==> config.mk <==
export PLATFORM = sky130hd
export DESIGN_NAME = adsr_envelope_generator
export DESIGN_NICKNAME = d
export VERILOG_FILES = /design/src/adsr_pkg.sv /design/src/adsr_cfg.sv /design/src/adsr_core.sv /design/src/adsr_skid.sv /design/src/adsr_envelope_generator.sv
export SDC_FILE = /design/constraint.sdc
export NUM_CORES = 2
export LEC_CHECK = 0
export BUFFER_PORTS_ARGS = -buffer_cell sky130_fd_sc_hd__buf_2
export CORE_ASPECT_RATIO = 1.4
export CORE_MARGIN = 2
export CORE_UTILIZATION = 35
export CTS_CLUSTER_SIZE = 25
export DETAILED_ROUTE_END_ITERATION = 8
export GPL_ROUTABILITY_DRIVEN = 0
export GPL_TIMING_DRIVEN = 0
export SYNTH_ARGS = -nofsm -noshare
export SYNTH_HDL_FRONTEND = slang
export SYNTH_SLANG_ARGS = --single-unit
==> constraint.sdc <==
create_clock -name aclk -period 46.3 [get_ports aclk]
set_input_delay 0 -clock aclk [delete_from_list [all_inputs] [get_ports aclk]]
set_output_delay 0 -clock aclk [all_outputs]
set_load 0.02 [all_outputs]
==> src/adsr_pkg.sv <==
// Shared types and constants for the ADSR envelope generator.
`default_nettype none

package adsr_pkg;

    // Fixed-point formats
    localparam int PROGRESS_FRACTION_BITS_DEF = 24;
    localparam int LEVEL_FRACTION_BITS_DEF    = 16;

    // Stage codes
    localparam int STAGE_W = 3;
    typedef enum logic [STAGE_W-1:0] {
        ST_IDLE    = 3'd0,
        ST_ATTACK  = 3'd1,
        ST_DECAY   = 3'd2,
        ST_SUSTAIN = 3'd3,
        ST_RELEASE = 3'd4
    } stage_t;

    // Configuration register indexes
    localparam int CFG_INDEX_W = 2;
    localparam logic [CFG_INDEX_W-1:0] CFG_ATTACK_RATE   = 2'd0;
    localparam logic [CFG_INDEX_W-1:0] CFG_DECAY_RATE    = 2'd1;
    localparam logic [CFG_INDEX_W-1:0] CFG_SUSTAIN_LEVEL = 2'd2;
    localparam logic [CFG_INDEX_W-1:0] CFG_RELEASE_RATE  = 2'd3;

    // Register reset values
    localparam int ATTACK_RATE_RST   = 35000;
    localparam int DECAY_RATE_RST    = 1000;
    localparam int SUSTAIN_LEVEL_RST = 45875;
    localparam int RELEASE_RATE_RST  = 1400;

    // Note counter
    localparam int NOTES_W = 2;

endpackage

`default_nettype wire

==> src/adsr_cfg.sv <==
// Configuration register bank of the ADSR envelope generator.
`default_nettype none

module adsr_cfg #(
    parameter int PROGRESS_FRACTION_BITS = adsr_pkg::PROGRESS_FRACTION_BITS_DEF,
    parameter int LEVEL_FRACTION_BITS    = adsr_pkg::LEVEL_FRACTION_BITS_DEF,
    parameter int PW = PROGRESS_FRACTION_BITS + 1,
    parameter int LW = LEVEL_FRACTION_BITS + 1,
    parameter int DW = (PW > LW) ? PW : LW
) (
    input  wire logic                           aclk,
    input  wire logic                           aresetn,
    input  wire logic                           cfg_wr_en,
    input  wire logic [adsr_pkg::CFG_INDEX_W-1:0] cfg_index,
    input  wire logic [DW-1:0]                  cfg_wdata,
    output logic      [PW-1:0]                  attack_rate,
    output logic      [PW-1:0]                  decay_rate,
    output logic      [LW-1:0]                  sustain_level,
    output logic      [PW-1:0]                  release_rate
);
    import adsr_pkg::*;

    logic [PW-1:0] attack_rate_reg;
    logic [PW-1:0] decay_rate_reg;
    logic [LW-1:0] sustain_level_reg;
    logic [PW-1:0] release_rate_reg;

    // Register writes, decoded by index
    always_ff @(posedge aclk) begin
        if (!aresetn) begin
            attack_rate_reg   <= PW'(ATTACK_RATE_RST);
            decay_rate_reg    <= PW'(DECAY_RATE_RST);
            sustain_level_reg <= LW'(SUSTAIN_LEVEL_RST);
            release_rate_reg  <= PW'(RELEASE_RATE_RST);
        end else if (cfg_wr_en) begin
            case (cfg_index)
                CFG_ATTACK_RATE:   attack_rate_reg   <= cfg_wdata[PW-1:0];
                CFG_DECAY_RATE:    decay_rate_reg    <= cfg_wdata[PW-1:0];
                CFG_SUSTAIN_LEVEL: sustain_level_reg <= cfg_wdata[LW-1:0];
                CFG_RELEASE_RATE:  release_rate_reg  <= cfg_wdata[PW-1:0];
                default: ;
            endcase
        end
    end

    assign attack_rate   = attack_rate_reg;
    assign decay_rate    = decay_rate_reg;
    assign sustain_level = sustain_level_reg;
    assign release_rate  = release_rate_reg;

endmodule

`default_nettype wire

==> src/adsr_core.sv <==
// Envelope state and per-tick level update of the ADSR envelope generator.
`default_nettype none

module adsr_core #(
    parameter int PROGRESS_FRACTION_BITS = adsr_pkg::PROGRESS_FRACTION_BITS_DEF,
    parameter int LEVEL_FRACTION_BITS    = adsr_pkg::LEVEL_FRACTION_BITS_DEF,
    parameter int PW = PROGRESS_FRACTION_BITS + 1,
    parameter int LW = LEVEL_FRACTION_BITS + 1
) (
    input  wire logic                          aclk,
    input  wire logic                          aresetn,
    input  wire logic                          item_accept,
    input  wire logic                          gate_level,
    input  wire logic [PW-1:0]                 attack_rate,
    input  wire logic [PW-1:0]                 decay_rate,
    input  wire logic [LW-1:0]                 sustain_level,
    input  wire logic [PW-1:0]                 release_rate,
    output logic      [LW-1:0]                 level_out,
    output logic      [adsr_pkg::STAGE_W-1:0]  stage_out
);
    import adsr_pkg::*;

    localparam logic [PW-1:0] PROG_ONE  = {1'b1, {PROGRESS_FRACTION_BITS{1'b0}}};
    localparam logic [LW-1:0] LEVEL_ONE = {1'b1, {LEVEL_FRACTION_BITS{1'b0}}};

    // Envelope state
    logic               prev_gate_reg, prev_gate_next;
    logic [NOTES_W-1:0] notes_held_reg, notes_held_next;
    stage_t             stage_reg, stage_next;
    logic [PW-1:0]      progress_reg, progress_next;
    logic [LW-1:0]      level_reg, level_next;
    logic [LW-1:0]      capture_reg, capture_next;

    // Intermediate values
    logic               rise, fall;
    logic [NOTES_W-1:0] notes_dec;
    stage_t             stage_edge;
    logic [PW-1:0]      progress_edge;
    logic [PW-1:0]      rate_sel;
    logic [PW:0]        progress_sum;
    logic [PW-1:0]      progress_sat;
    logic [LW-1:0]      sustain_sat;
    logic [LW-1:0]      mul_a;
    logic [PW-1:0]      mul_b;
    logic [LW+PW-1:0]   product;
    logic [LW-1:0]      scaled;

    assign rise      = gate_level & ~prev_gate_reg;
    assign fall      = ~gate_level & prev_gate_reg;
    assign notes_dec = (notes_held_reg != '0) ? notes_held_reg - 1'b1 : notes_held_reg;
    assign sustain_sat = (sustain_level > LEVEL_ONE) ? LEVEL_ONE : sustain_level;

    // Gate edges: note count, attack restart, release capture
    always_comb begin
        stage_edge      = stage_reg;
        progress_edge   = progress_reg;
        notes_held_next = notes_held_reg;
        capture_next    = capture_reg;
        if (rise) begin
            if (notes_held_reg == '0) begin
                stage_edge    = ST_ATTACK;
                progress_edge = '0;
            end
            if (notes_held_reg != {NOTES_W{1'b1}}) begin
                notes_held_next = notes_held_reg + 1'b1;
            end
        end else if (fall) begin
            notes_held_next = notes_dec;
            if (notes_dec == '0 && (stage_reg == ST_ATTACK || stage_reg == ST_DECAY ||
                                    stage_reg == ST_SUSTAIN)) begin
                stage_edge    = ST_RELEASE;
                capture_next  = level_reg;
                progress_edge = '0;
            end
        end
    end

    // Progress step with a zero rate acting as one, saturating at one
    always_comb begin
        case (stage_edge)
            ST_ATTACK:  rate_sel = attack_rate;
            ST_DECAY:   rate_sel = decay_rate;
            ST_RELEASE: rate_sel = release_rate;
            default:    rate_sel = PW'(1);
        endcase
        if (rate_sel == '0) begin
            rate_sel = PW'(1);
        end
    end

    assign progress_sum = {1'b0, progress_edge} + {1'b0, rate_sel};
    assign progress_sat = (progress_sum > {1'b0, PROG_ONE}) ? PROG_ONE : progress_sum[PW-1:0];

    // One shared multiplier: attack ramps up, decay and release scale a span
    always_comb begin
        case (stage_edge)
            ST_DECAY: begin
                mul_a = LEVEL_ONE - sustain_sat;
                mul_b = progress_sat;
            end
            ST_RELEASE: begin
                mul_a = capture_next;
                mul_b = PROG_ONE - progress_sat;
            end
            default: begin
                mul_a = LEVEL_ONE;
                mul_b = progress_sat;
            end
        endcase
    end

    assign product = {{PW{1'b0}}, mul_a} * {{LW{1'b0}}, mul_b};
    assign scaled  = product[PROGRESS_FRACTION_BITS +: LW];

    // Stage update and new level
    always_comb begin
        stage_next     = stage_edge;
        progress_next  = progress_sat;
        level_next     = '0;
        prev_gate_next = gate_level;
        case (stage_edge)
            ST_ATTACK: begin
                if (progress_sat == PROG_ONE) begin
                    level_next    = LEVEL_ONE;
                    stage_next    = ST_DECAY;
                    progress_next = '0;
                end else begin
                    level_next = scaled;
                end
            end
            ST_DECAY: begin
                if (progress_sat == PROG_ONE) begin
                    level_next    = sustain_sat;
                    stage_next    = ST_SUSTAIN;
                    progress_next = '0;
                end else begin
                    level_next = LEVEL_ONE - scaled;
                end
            end
            ST_SUSTAIN: begin
                level_next = sustain_sat;
            end
            ST_RELEASE: begin
                if (progress_sat == PROG_ONE) begin
                    stage_next = ST_IDLE;
                end else begin
                    level_next = scaled;
                end
            end
            default: begin
                stage_next = ST_IDLE;
            end
        endcase
    end

    // State registers, advanced once per accepted item
    always_ff @(posedge aclk) begin
        if (!aresetn) begin
            prev_gate_reg  <= 1'b0;
            notes_held_reg <= '0;
            stage_reg      <= ST_IDLE;
            progress_reg   <= '0;
            level_reg      <= '0;
            capture_reg    <= '0;
        end else if (item_accept) begin
            prev_gate_reg  <= prev_gate_next;
            notes_held_reg <= notes_held_next;
            stage_reg      <= stage_next;
            progress_reg   <= progress_next;
            level_reg      <= level_next;
            capture_reg    <= capture_next;
        end
    end

    assign level_out = level_next;
    assign stage_out = stage_next;

`ifndef NO_ASSERTIONS
    // With a single gate the note count tracks the gate exactly
    a_notes_track_gate: assert property (@(posedge aclk) disable iff (!aresetn)
        notes_held_reg == {{(NOTES_W-1){1'b0}}, prev_gate_reg})
        else $error("note count out of step with gate");

    // No note held means the envelope is idle or releasing
    a_no_note_stage: assert property (@(posedge aclk) disable iff (!aresetn)
        notes_held_reg == '0 |-> (stage_reg == ST_IDLE || stage_reg == ST_RELEASE))
        else $error("envelope active with no note held");

    // Level never exceeds full scale, progress never exceeds one
    a_level_range: assert property (@(posedge aclk) disable iff (!aresetn)
        level_reg <= LEVEL_ONE && progress_reg <= PROG_ONE)
        else $error("level or progress out of range");
`endif

endmodule

`default_nettype wire

==> src/adsr_skid.sv <==
// Output register with a skid stage for the result channel.
`default_nettype none

module adsr_skid #(
    parameter int W = 20
) (
    input  wire logic         aclk,
    input  wire logic         aresetn,
    input  wire logic         in_valid,
    input  wire logic [W-1:0] in_data,
    output logic              in_ready,
    output logic              out_valid,
    input  wire logic         out_ready,
    output logic      [W-1:0] out_data
);
    logic         out_valid_reg;
    logic [W-1:0] out_data_reg;
    logic         skid_valid_reg;
    logic [W-1:0] skid_data_reg;

    // Main register refills from skid first, then from the input
    always_ff @(posedge aclk) begin
        if (!aresetn) begin
            out_valid_reg  <= 1'b0;
            skid_valid_reg <= 1'b0;
        end else if (!out_valid_reg || out_ready) begin
            if (skid_valid_reg) begin
                out_valid_reg  <= 1'b1;
                skid_valid_reg <= 1'b0;
            end else begin
                out_valid_reg <= in_valid;
            end
        end else if (in_valid) begin
            skid_valid_reg <= 1'b1;
        end
    end

    // Payload registers
    always_ff @(posedge aclk) begin
        if (!out_valid_reg || out_ready) begin
            out_data_reg <= skid_valid_reg ? skid_data_reg : in_data;
        end else if (in_valid) begin
            skid_data_reg <= in_data;
        end
    end

    assign in_ready  = ~skid_valid_reg;
    assign out_valid = out_valid_reg;
    assign out_data  = out_data_reg;

`ifndef NO_ASSERTIONS
    // Skid only fills behind a held result
    a_skid_behind_main: assert property (@(posedge aclk) disable iff (!aresetn)
        skid_valid_reg |-> out_valid_reg)
        else $error("skid full while output empty");

    // Upstream never pushes into a full skid
    a_no_overrun: assert property (@(posedge aclk) disable iff (!aresetn)
        !(skid_valid_reg && in_valid))
        else $error("item pushed into full skid");

    // A drained skid item becomes the next output
    a_skid_drain: assert property (@(posedge aclk) disable iff (!aresetn)
        skid_valid_reg && out_ready |=> out_valid_reg && out_data_reg == $past(skid_data_reg))
        else $error("skid item lost on drain");
`endif

endmodule

`default_nettype wire

==> src/adsr_envelope_generator.sv <==
// Top level of the linear ADSR envelope generator.
//
// Usage: one gate sample per audio tick enters on s_valid/s_ready with
// s_gate_level (1 = key held). Each accepted item yields exactly one result
// on m_valid/m_ready: m_envelope_level (full scale = 2^LEVEL_FRACTION_BITS)
// and m_stage (0 idle, 1 attack, 2 decay, 3 sustain, 4 release).
// Each result is registered before m_valid; throughput is one item per
// cycle while m_ready is high, set by the combinational update in the core
// (one shared multiplier) feeding the output register. When the receiver
// stalls, one more item is taken into a skid register, then s_ready drops
// until the output drains. State advances only on accepted items, so stalls
// never change the envelope. Reset (aresetn low, synchronous) returns the
// envelope to idle at level 0, clears the note count, empties the output
// and restores the default rates and sustain level. Registers are written
// through cfg_wr_en, cfg_index and cfg_wdata, one per cycle; the user
// writes them only while no item is in flight, not enforced by the block.
`default_nettype none

module adsr_envelope_generator #(
    parameter int PROGRESS_FRACTION_BITS = adsr_pkg::PROGRESS_FRACTION_BITS_DEF,
    parameter int LEVEL_FRACTION_BITS    = adsr_pkg::LEVEL_FRACTION_BITS_DEF,
    parameter int PW = PROGRESS_FRACTION_BITS + 1,
    parameter int LW = LEVEL_FRACTION_BITS + 1,
    parameter int DW = (PW > LW) ? PW : LW
) (
    input  wire logic                             aclk,
    input  wire logic                             aresetn,
    input  wire logic                             s_valid,
    output logic                                  s_ready,
    input  wire logic                             s_gate_level,
    output logic                                  m_valid,
    input  wire logic                             m_ready,
    output logic      [LW-1:0]                    m_envelope_level,
    output logic      [adsr_pkg::STAGE_W-1:0]     m_stage,
    input  wire logic                             cfg_wr_en,
    input  wire logic [adsr_pkg::CFG_INDEX_W-1:0] cfg_index,
    input  wire logic [DW-1:0]                    cfg_wdata
);
    import adsr_pkg::*;

    localparam int RW = LW + STAGE_W;

    logic               item_accept;
    logic [PW-1:0]      attack_rate, decay_rate, release_rate;
    logic [LW-1:0]      sustain_level;
    logic [LW-1:0]      level_out;
    logic [STAGE_W-1:0] stage_out;
    logic [RW-1:0]      result_data;

    assign item_accept = s_valid & s_ready;

    // Configuration registers
    adsr_cfg #(
        .PROGRESS_FRACTION_BITS (PROGRESS_FRACTION_BITS),
        .LEVEL_FRACTION_BITS    (LEVEL_FRACTION_BITS),
        .PW                     (PW),
        .LW                     (LW),
        .DW                     (DW)
    ) u_cfg (
        .aclk          (aclk),
        .aresetn       (aresetn),
        .cfg_wr_en     (cfg_wr_en),
        .cfg_index     (cfg_index),
        .cfg_wdata     (cfg_wdata),
        .attack_rate   (attack_rate),
        .decay_rate    (decay_rate),
        .sustain_level (sustain_level),
        .release_rate  (release_rate)
    );

    // Envelope state and update
    adsr_core #(
        .PROGRESS_FRACTION_BITS (PROGRESS_FRACTION_BITS),
        .LEVEL_FRACTION_BITS    (LEVEL_FRACTION_BITS),
        .PW                     (PW),
        .LW                     (LW)
    ) u_core (
        .aclk          (aclk),
        .aresetn       (aresetn),
        .item_accept   (item_accept),
        .gate_level    (s_gate_level),
        .attack_rate   (attack_rate),
        .decay_rate    (decay_rate),
        .sustain_level (sustain_level),
        .release_rate  (release_rate),
        .level_out     (level_out),
        .stage_out     (stage_out)
    );

    // Result register and skid
    adsr_skid #(
        .W (RW)
    ) u_skid (
        .aclk      (aclk),
        .aresetn   (aresetn),
        .in_valid  (item_accept),
        .in_data   ({level_out, stage_out}),
        .in_ready  (s_ready),
        .out_valid (m_valid),
        .out_ready (m_ready),
        .out_data  (result_data)
    );

    assign m_envelope_level = result_data[RW-1:STAGE_W];
    assign m_stage          = result_data[STAGE_W-1:0];

endmodule

`default_nettype wire
==> flow_metrics.tcl <==
set metrics [dict create \
    yosys.area_share.simple_pct 20.9 \
    htreeDepth 4 \
    ys_top_cells_by_count "628 x nand2_1, 436 x inv_1, 342 x fa_1, 178 x a21oi_1, 159 x dfxtp_1" \
    seqPwrFrac_pct 39.7 \
    irDropWorstVdd_v 0.0000301 \
    yosys.cell_count.top_type "nand2_1" \
    rsz0062_at_grt "no" \
    synth_edf_count 40 \
    syn-num-nets 3562 \
    synth_compound_area_share_pct 13.7 \
    internal_power_w 0.000298 \
    hold_viol 0 \
    cts_root_buf "clkbuf_16" \
    synth_cell_types 94 \
    num_io_pins 55 \
    synth_top_family_by_area "adder cells" \
    tns_ns 0 \
    wl_per_cell_um 20.6 \
    drc 0 \
    layout-drive-gt1-share_pct 5.18 \
    die_area_um2 73200 \
    clkPwrFrac_pct 32.7 \
    end_kind "flop" \
    worstMarginPinSlew_ns 1.47 \
    grt_overflow 0 \
    critPathLaunch "u_core.notes_held_reg[0]$_SDFFE_PN0P_" \
    fin_crit_ns 20.04 \
    netlist.top_cell.by_area "fa_1" \
    insertion_delay_ns 0.48 \
    crit_buf_inv 14 \
    criticalPathCategory "reg2reg" \
    antenna_found_initial 1 \
    io_buffers 53 \
    synth-xor-area-share_pct 2.17 \
    fmax_ghz 0.0499 \
    crit_path_start_kind "flop" \
    grt_usage_pct 23.1 \
    cts_tree "yes" \
    n_antenna_cell 0 \
    start_util_pct 35.4 \
    ys_ff_latch 199 \
    combinationalPowerShare_pct 27.6 \
    grt_max_degree 24 \
    nets 3667 \
    cts_buffers 17 \
    fillers 7455 \
    synthArstFlopShare_pct 0 \
    slowest_stage "a222oi_1" \
    worstPathRequired_ns 46.53 \
    max_stage_delay_ns 1.28 \
    synthAdderAreaFrac_pct 34.7 \
    synthFlopType "dfxtp_1" \
    cap_violations 0 \
    drt_iter0_drc 1615 \
    viasPerCell 5.41 \
    synth_area_per_cell_um2 8.16 \
    arrival_ns 20.28 \
    routed_wl_um 84400 \
    rows 115 \
    min-delay-start "cfg_wr_en" \
    synth_area_um2 24800 \
    syn_inst 3046 \
    relSlewSlack_pct 1.87 \
    setup-violations-final 0 \
    area_delta_synth_final_pct 9.53 \
    hold_path_class "in2reg" \
    design_area_um2 27200 \
    cpLargestDelayFamily "compound AO/OA/AOI/OAI gates" \
    synth_top_area_share_pct 27.6 \
    total_leakage_power_nw 12.3 \
    ys_seq_area_share_pct 17.6 \
    first_global_vias 22400 \
    postPlaceCellArea_um2 26300 \
    switching_share_pct 37.1 \
    die_w_um 229 \
    outcome "complete, no violations" \
    cts.sinks 199 \
    power_switching_w 0.000176 \
    dr_total_vias 22200 \
    grt_first_pass_wirelength_um 130000 \
    power.density_nw_per_um2 17.4 \
    first_pass_iters 8 \
    cp_max_fo 10 \
    synthTopCellsByArea "fa_1 28%, dfxtp_1 13%, nand2_1 9.5%, ha_1 7.1%, inv_1 6.6%" \
    finalCritPeriodShare_pct 43.3 \
    synthMuxAreaShare_pct 1.78 \
    cpMostUsedCell "fa_1" \
    maxSlewViolCount 0 \
    synth_warnings 0 \
    fin_skew_ns 0.0253 \
    dieHeight_um 319 \
    dp_hpwl_um 69800 \
    core_um2 70200 \
    ant_nets 0 \
    clkSlewWorstSetupHoldPaths_ns 0.09 \
    worstReg2RegStart "u_core.notes_held_reg[0]$_SDFFE_PN0P_" \
    clockBufferDepth 2 \
    ff_latch_area_um2 4380 \
    multi_input_area_um2 18200 \
]
==> tightest hold or removal path, delay by kind of cell <==
family	cells	cell delay, ns
AND/OR/NAND/NOR	3	0.31
AO/OA/AOI/OAI	1	0.05
buffers and inverters	1	0.13
==> cells in the final DEF, fill, tap and decap left out, drive strengths merged, types with 13 or more instances in the layout <==
master and count:
dlygate4sd3 31, dfxtp 159, o211ai 15, xor2 24, o21ai 85, buf 77
a21oi 180, mux2i 24, nand2 629, or3 14, a21o 31, nor2 156
or2 18, mux2 18, nor3 78, nand3 59, and3 21, o22ai 13
clkbuf 155, o21a 18, inv 450, a222oi 24, a31oi 14, edfxtp 40
fa 342, and2 108, a211oi 15, nand4 17, xnor2 35, ha 141
==> metal layers <==
layer | global-route usage (%) | part of all wire [%]
met5 | 0 | 0.014
met4 | 15.6 | 7.9
met3 | 2.70 | 5.5
met2 | 40.8 | 50
met1 | 26.0 | 37
==> final timing paths <==
kind	to	cells past startpoint	slack, ns
max	u_skid.out_data[18]$_DFFE_PP_	61	26.26
min	u_cfg.sustain_level[6]$_SDFFE_PN0P_	5	0.06
max reg2reg	u_skid.out_data[18]$_DFFE_PP_	61	26.26
min reg2reg	u_core.progress_reg[15]$_SDFFE_PN0P_	2	0.45
==> power by group through the flow <==
stage          sequential, W  clock (W)  combinational (W)
6_report            0.000188   0.000155           0.000131
5_1_grt             0.000189   0.000163           0.000141
4_1_cts             0.000188   0.000157           0.000129
3_5_place_dp        0.000192          0           0.000126
3_3_place_gp        0.000192          0           0.000125
2_1_floorplan       0.000192          0          0.0000800
==> logic make-up after synthesis <==
| group | after synthesis |
|---|---|
| mux | 42 |
| buf+inv | 597 |
| compound gates | 510 |
| xor+xnor | 59 |
| fa+ha+maj | 483 |
| flops | 199 |
| simple gates | 1156 |
==> layout make-up <==
| cell class | instances | area share, % |
|---|---|---|
| Clock buffer | 17 | 1.56 |
| Buffer | 160 | 2.35 |
| Tap cell | 936 | 4.30 |
| Timing Repair Buffer | 86 | 2.19 |
| Inverter | 437 | 6.03 |
| Multi-Input combinational cell | 2250 | 66.8 |
| Sequential cell | 199 | 16.1 |
| Clock inverter | 15 | 0.616 |
==> through the flow <==
stage | total power [W] | setup slack (ns) | instances | utilization [%] | hold slack [ns]
floorplan | 0.000272 | 31.65 | 3046 | - | 0.124
detailed placement | 0.000318 | 26.48 | 4037 | 37.5 | 0.269
CTS | 0.000474 | 26.45 | 4100 | 38.8 | 0.0480
finish | 0.000474 | 26.26 | 4100 | 38.8 | 0.0575
global placement | 0.000317 | 26.50 | 4035 | 37.4 | 0.267
global route | 0.000493 | 25.60 | 4100 | 38.8 | 0.0964
==> repair_timing <==
item                      4_1_cts  5_1_grt
gates resized for setup         0        0
hold buffers                   31        0
buffers inserted                0        0
hold endpoints to repair       98        0
Power figures use the tool's default switching activity.
